==> src/hdl/spdc_pkg.sv <==
package spdc_pkg;

	localparam logic [15:0] HEADER_PATTERN_RESET = 16'hFAFB;

	typedef enum logic [2:0] {
		PH_HUNT    = 3'd0,
		PH_LENGTH  = 3'd1,
		PH_PAYLOAD = 3'd2,
		PH_CK_LO   = 3'd3,
		PH_CK_HI   = 3'd4
	} phase_t;

	typedef enum logic [1:0] {
		KIND_PAYLOAD   = 2'd0,
		KIND_GOOD      = 2'd1,
		KIND_MISMATCH  = 2'd2,
		KIND_BAD_LEN   = 2'd3
	} kind_t;

	typedef struct packed {
		kind_t      kind;
		logic [7:0] payload_byte;
		logic       first_of_frame;
		logic [7:0] payload_length;
	} result_t;

endpackage

==> src/hdl/spdc_core.sv <==
module spdc_core (
	input  logic                  clk,
	input  logic                  arst_n,
	input  logic                  step,
	input  logic [7:0]            rx_byte,
	input  logic [15:0]           header_pattern,
	output logic                  res_valid,
	output spdc_pkg::result_t     res
);
	import spdc_pkg::*;

	phase_t      phase_q, phase_d;
	logic [7:0]  prev_q, prev_d;
	logic [7:0]  left_q, left_d;
	logic [7:0]  flen_q, flen_d;
	logic [15:0] sum_q, sum_d;
	logic [7:0]  held_q, held_d;
	logic        pend_q, pend_d;
	logic [7:0]  rlo_q, rlo_d;

	logic [15:0] computed;
	logic [15:0] got;
	logic [7:0]  left_dec;

	assign computed = sum_q ^ (pend_q ? {8'd0, held_q} : 16'd0);
	assign got      = {rx_byte, rlo_q};
	assign left_dec = left_q - 8'd1;

	// next state
	always_comb begin
		phase_d = phase_q;
		prev_d  = prev_q;
		left_d  = left_q;
		flen_d  = flen_q;
		sum_d   = sum_q;
		held_d  = held_q;
		pend_d  = pend_q;
		rlo_d   = rlo_q;
		case (phase_q)
			PH_LENGTH: begin
				if (rx_byte < 8'd2) begin
					flen_d  = 8'd0;
					phase_d = PH_HUNT;
					prev_d  = 8'd0;
					left_d  = 8'd0;
					sum_d   = 16'd0;
					held_d  = 8'd0;
					pend_d  = 1'b0;
					rlo_d   = 8'd0;
				end else begin
					flen_d  = rx_byte - 8'd2;
					left_d  = rx_byte - 8'd2;
					sum_d   = 16'd0;
					held_d  = 8'd0;
					pend_d  = 1'b0;
					phase_d = (rx_byte == 8'd2) ? PH_CK_LO : PH_PAYLOAD;
				end
			end
			PH_PAYLOAD: begin
				if (pend_q) begin
					sum_d  = sum_q + {held_q, rx_byte};
					pend_d = 1'b0;
				end else begin
					held_d = rx_byte;
					pend_d = 1'b1;
				end
				left_d = left_dec;
				if (left_dec == 8'd0) begin
					phase_d = PH_CK_LO;
				end
			end
			PH_CK_LO: begin
				rlo_d   = rx_byte;
				phase_d = PH_CK_HI;
			end
			PH_CK_HI: begin
				phase_d = PH_HUNT;
				prev_d  = 8'd0;
				left_d  = 8'd0;
				sum_d   = 16'd0;
				held_d  = 8'd0;
				pend_d  = 1'b0;
				rlo_d   = 8'd0;
			end
			default: begin
				// unused codes hunt too
				prev_d  = rx_byte;
				phase_d = ({prev_q, rx_byte} == header_pattern) ? PH_LENGTH : PH_HUNT;
			end
		endcase
	end

	// result
	always_comb begin
		res_valid          = 1'b0;
		res.kind           = KIND_PAYLOAD;
		res.payload_byte   = 8'd0;
		res.first_of_frame = 1'b0;
		res.payload_length = 8'd0;
		case (phase_q)
			PH_LENGTH: begin
				if (rx_byte < 8'd2) begin
					res_valid = 1'b1;
					res.kind  = KIND_BAD_LEN;
				end
			end
			PH_PAYLOAD: begin
				res_valid          = 1'b1;
				res.payload_byte   = rx_byte;
				res.first_of_frame = (left_q == flen_q);
			end
			PH_CK_HI: begin
				res_valid          = 1'b1;
				res.kind           = (got == computed) ? KIND_GOOD : KIND_MISMATCH;
				res.payload_length = flen_q;
			end
			default: begin
				res_valid = 1'b0;
			end
		endcase
	end

	always_ff @(posedge clk or negedge arst_n) begin
		if (!arst_n) begin
			phase_q <= PH_HUNT;
			prev_q  <= 8'd0;
			left_q  <= 8'd0;
			flen_q  <= 8'd0;
			sum_q   <= 16'd0;
			held_q  <= 8'd0;
			pend_q  <= 1'b0;
			rlo_q   <= 8'd0;
		end else if (step) begin
			phase_q <= phase_d;
			prev_q  <= prev_d;
			left_q  <= left_d;
			flen_q  <= flen_d;
			sum_q   <= sum_d;
			held_q  <= held_d;
			pend_q  <= pend_d;
			rlo_q   <= rlo_d;
		end
	end

`ifndef SYNTHESIS
	a_flen_range: assert property (@(posedge clk) disable iff (!arst_n)
		flen_q <= 8'd253)
		else $error("frame length out of range");

	a_ckhi_ends: assert property (@(posedge clk) disable iff (!arst_n)
		step && phase_q == PH_CK_HI |=> phase_q == PH_HUNT && !pend_q && sum_q == 16'd0)
		else $error("frame not cleared after checksum");

	a_payload_left: assert property (@(posedge clk) disable iff (!arst_n)
		phase_q == PH_PAYLOAD |-> left_q != 8'd0 && left_q <= flen_q)
		else $error("payload count inconsistent");

	a_first_only_payload: assert property (@(posedge clk) disable iff (!arst_n)
		res_valid && res.first_of_frame |-> res.kind == KIND_PAYLOAD)
		else $error("first flag on status item");
`endif

endmodule

==> src/hdl/serial_packet_deframer_checksum.sv <==
// channel  | dir | tdata                                  | tuser
// s_axis   | in  | [7:0] rx_byte                          | -
// m_axis   | out | [7:0] payload_byte, [15:8] payload_len | [1:0] result_kind, [2] first_of_frame
// cfg      | in  | cfg_wr_data = header_pattern (first header byte in [15:8])
//
// One byte per cycle sustained while m_axis takes each item. An accepted byte is held
// in the input register and applied to the frame state when it can advance; at that
// edge its item is registered into the result register that drives m_axis_tvalid.
// Hunt bytes, a valid length byte and the low checksum byte give no item.
// Reset clears the frame state and loads header pattern 16'hFAFB.
// Input ready falls only while the held byte cannot move because the result
// register is full and not taken.
module serial_packet_deframer_checksum (
	input  logic        clk,
	input  logic        arst_n,
	input  logic        cfg_wr_en,
	input  logic [15:0] cfg_wr_data,
	input  logic        s_axis_tvalid,
	output logic        s_axis_tready,
	input  logic [7:0]  s_axis_tdata,    // [7:0] rx_byte
	output logic        m_axis_tvalid,
	input  logic        m_axis_tready,
	output logic [15:0] m_axis_tdata,    // [7:0] payload_byte, [15:8] payload_length
	output logic [2:0]  m_axis_tuser     // [1:0] result_kind, [2] first_of_frame
);
	import spdc_pkg::*;

	logic [15:0] pattern_q;
	logic        valid_s1;
	logic [7:0]  byte_s1;
	logic        valid_s2;
	result_t     res_s2;
	logic        advance;
	logic        res_valid;
	result_t     res;

	assign advance       = valid_s1 && (!valid_s2 || m_axis_tready);
	assign s_axis_tready = !valid_s1 || advance;

	always_ff @(posedge clk or negedge arst_n) begin
		if (!arst_n) begin
			pattern_q <= HEADER_PATTERN_RESET;
		end else if (cfg_wr_en) begin
			pattern_q <= cfg_wr_data;
		end
	end

	always_ff @(posedge clk or negedge arst_n) begin
		if (!arst_n) begin
			valid_s1 <= 1'b0;
		end else if (s_axis_tready) begin
			valid_s1 <= s_axis_tvalid;
		end
	end

	always_ff @(posedge clk) begin
		if (s_axis_tready && s_axis_tvalid) begin
			byte_s1 <= s_axis_tdata;
		end
	end

	spdc_core u_core (
		.clk            (clk),
		.arst_n         (arst_n),
		.step           (advance),
		.rx_byte        (byte_s1),
		.header_pattern (pattern_q),
		.res_valid      (res_valid),
		.res            (res)
	);

	always_ff @(posedge clk or negedge arst_n) begin
		if (!arst_n) begin
			valid_s2 <= 1'b0;
		end else if (advance) begin
			valid_s2 <= res_valid;
		end else if (m_axis_tready) begin
			valid_s2 <= 1'b0;
		end
	end

	always_ff @(posedge clk) begin
		if (advance && res_valid) begin
			res_s2 <= res;
		end
	end

	assign m_axis_tvalid = valid_s2;
	assign m_axis_tdata  = {res_s2.payload_length, res_s2.payload_byte};
	assign m_axis_tuser  = {res_s2.first_of_frame, res_s2.kind};

endmodule

==> config.mk <==
export PLATFORM = sky130hd
export DESIGN_NAME = serial_packet_deframer_checksum
export DESIGN_NICKNAME = d
export VERILOG_FILES = /design/src/hdl/spdc_pkg.sv /design/src/hdl/spdc_core.sv /design/src/hdl/serial_packet_deframer_checksum.sv
export SDC_FILE = /design/constraint.sdc
export NUM_CORES = 1
export LEC_CHECK = 0
export BUFFER_PORTS_ARGS = -buffer_cell sky130_fd_sc_hd__buf_4
export CAP_MARGIN = 40
export CORE_AREA = 2 2 102 104
export DETAILED_ROUTE_END_ITERATION = 10
export DIE_AREA = 0 0 104 106
export PLACE_DENSITY = 0.79
export SYNTH_ARGS = -nofsm -noshare
export SYNTH_HDL_FRONTEND = slang
export SYNTH_SLANG_ARGS = --single-unit
==> constraint.sdc <==
create_clock -name clk -period 3.05 [get_ports clk]
set_clock_uncertainty 0.15 [all_clocks]
set_input_delay 0.4575 -clock clk [delete_from_list [all_inputs] [get_ports clk]]
set_output_delay 0.4575 -clock clk [all_outputs]
set_load 0.005 [all_outputs]
==> results.md <==
* Outcome: completed
* Final Cell Area at 6590 sq um
* First-pass GRT wire length at 21.9 mm
* Rows at 37
* HP Class: in2reg
* Core Area at 10000 sq um
* Clock buffer count from CTS at 9
* Final Hold Fails at 0
* Die Span X at 104 um
* Max incr delay on CP at 650 ps
* Final hold slack at 100 ps
* Clock slew at reported path FFs at 110 ps
* Slew Viols, Final at 0
* Crit path required time at 3160 ps
* Initial Util at 58.4%
* Type of destination of the critical path: flop
* Nets at 669
* CTS tree: done
* Placer Congestion at 0.910
* GRT Overall Usage at 25.1%
* Total wire length at 13.2 mm
* Dpl hpwl at 9.95 mm
* Syn_area_per_cell at 10.2 sq um
* Sequential element share of the synthesized area at 47.6%
* I/O Buffers at 49
* Most frequent cells in the layout: buf_4 (68), dfrtp_1 (65), nand2_1 (62), o21ai_0 (53), xor2_1 (32)
* Routed length per instance at 17.4 um
* DR iter-0 viols at 367
* Later-pin clock latency in the skew report at 380 ps
* DRC at 0
* Tmin final at 2720 ps
* Flops & latches, synth at 105
* Worst setup path startpoint: byte_s1[1]
* Share of cells above drive strength 1 at 19.5%
* Final setup TNS at 0 ps
* PwrDens at 1020 nW/um^2
* R2r endpoint: u_core.sum_q[14]
* IO Pins at 50
* Cell count after placement at 745
* Area grow syn2layout at 12.8%
* Post-CTS setup buffer count at 0
* Worst EP arrival at 2820 ps
* Clk sinks at 105
* Slew HR at 61.7%
* Syn Inst Count at 571
* H-tree depth at 3
* Root Buffer: clkbuf_8
* Initial antenna violation count at 0
* Most used DFF post-synth: dfrtp_1
* Peak VDD IR at 0.461 mV
* ANT cells at 0
* Final ANT Viol Nets at 0
* Post-synth EDFFs at 27
* Total power at 6690 uW
* RSZ-0062 raised after global routing: false
* Die Ht at 106 um
* Count of cell types in the netlist at 60
* Critical Path Fanout Max at 10
* Setup CP Type: reg2reg
* DRT Pass-1 Iters at 5
* CP startpoint kind: flop
* Tightest Pin Transition at 571 ps
* Largest net degree at the start of global routing at 50
* Max Cap Viol at 0
* Setup violators final at 0
* Vias in the first global route at 4421
* R2R depth at 8
* Crit-path cells: inv_1, fa_1, nor2b_1, o31a_1, o41ai_4, o211ai_1, xor2_1, a22o_1
* Peak Freq at 368 MHz
* Clock Path Buffers at 2
* Crit path max-delay cell type: edfxtp_1
* Worst Setup EP: u_core.sum_q[14]
* Resize count post-CTS at 0
* Netlist Area Pre-Place at 5840 sq um
* Commonest non-fill, non-tap cell in the layout: buf_4
* Die Area at 11000 sq um
* Cell Area, Placed at 6390 sq um
* Synth Net Count at 619
* Via-per-instance ratio at 5.97
* Async S/R FF share, synth at 74.3%
* Period utilization at 89.0%
* Grt ovf at 0
* Yosys warnings at 0
* Pleak at 0.00283 uW
* RR Startpoint: byte_s1[1]
* Via count at 4547
* Register-to-register setup slack at 330 ps
* Layout Cells excl Fill at 762
[layer usage]
layer  global-route usage (%)  vias up  part of all wire [%]
li1                         -     2135                     -
met1                     34.0     2195                    44
met2                     41.6      190                    48
met3                     4.23       27                   5.9
met4                     7.72        0                   2.0
met5                        0        -                     0
[power breakdown]
group	leakage, uW	internal (uW)	switching, uW
Combinational	0.00153	1470	1860
Clock	0.0000925	333	498
Sequential	0.00120	1980	552
[final cells by class]
class	count	area, sq um
Clock buffer	11	141
Clock inverter	5	45.0
Fill cell	823	3410
Inverter	20	75.1
Multi-Input combinational cell	415	2830
Sequential cell	105	2780
Tap cell	136	170
Timing Repair Buffer	70	548
[Yosys cell counts, types with 8 or more instances]
master | number | area, sq um
dfstp_2 | 13 | 342
edfxtp_1 | 27 | 811
nand2_1 | 62 | 233
a22o_1 | 8 | 70.1
buf_2 | 9 | 45.0
o21ai_0 | 53 | 265
a21oi_1 | 19 | 95.1
nand4_1 | 16 | 100
ha_1 | 18 | 225
nor3_1 | 13 | 65.1
dfrtp_1 | 65 | 1630
xnor2_1 | 30 | 263
a21o_1 | 8 | 60.1
nor2_1 | 25 | 93.8
mux2_2 | 17 | 191
inv_1 | 20 | 75.1
and2_1 | 17 | 106
clkbuf_1 | 17 | 63.8
nand3_1 | 9 | 45.0
xor2_1 | 32 | 280
[what timing repair did]
| item | in CTS | in global routing |
|---|---|---|
| endpoints found under the hold margin | 29 | 0 |
| endpoints found under the setup margin | 0 | 0 |
| hold buffers | 1 | 0 |
[registers in the layout (all words and copies together), names as in the netlist]
register / count
valid_s1: 1
u_core.phase_q: 3
pattern_q: 16
u_core.sum_q: 16
u_core.left_q: 8
m_axis_tdata: 16
u_core.flen_q: 8
u_core.rlo_q: 8
byte_s1: 8
u_core.held_q: 8
u_core.prev_q: 8
u_core.pend_q: 1
m_axis_tuser: 3
m_axis_tvalid: 1
[cells by family (layout without fill, tap and decap cells)]
group                    after synthesis  after routing  share of synthesized area, %
AND/OR/NAND/NOR                      180            180                          15.8
AO/OA/AOI/OAI                        135            135                          15.5
flip-flops                           105            105                          47.6
XOR/XNOR                              62             62                          9.30
buffers and inverters                 51            106                          3.99
adder cells (fa/ha/maj)               19             19                          4.20
multiplexers                          19             19                          3.62
[critical path, delay by kind of cell, from the launching register on]
kind / cells / cell delay, ps
adders and majority gates: 1 / 480
AOI/OAI and AO/OA: 4 / 810
DFF: 1 / 650
and+or+nand+nor: 1 / 230
xor gates and xnor gates: 1 / 90
buffers and inverters: 1 / 210
[worst min path at each step]
stage | from | end | slack (ps) | cells past startpoint
global placement | u_core.prev_q[3] | u_core.prev_q[3] | 340 | 2
CTS | s_axis_tdata[3] | byte_s1[3] | 100 | 1
global route | s_axis_tdata[2] | byte_s1[2] | 90 | 1
finish | s_axis_tdata[3] | byte_s1[3] | 100 | 1
detailed placement | arst_n | u_core.flen_q[7] | 270 | 1
floorplan | arst_n | m_axis_tvalid | 10 | 0
[metrics by stage]
stage	util (%)	worst slack, ps
after floorplan	-	657
after detailed placement	63.9	363
final	65.9	335
after CTS	65.9	337
after global routing	65.9	153
after global placement	63.6	432
Power figures use the tool's default switching activity.
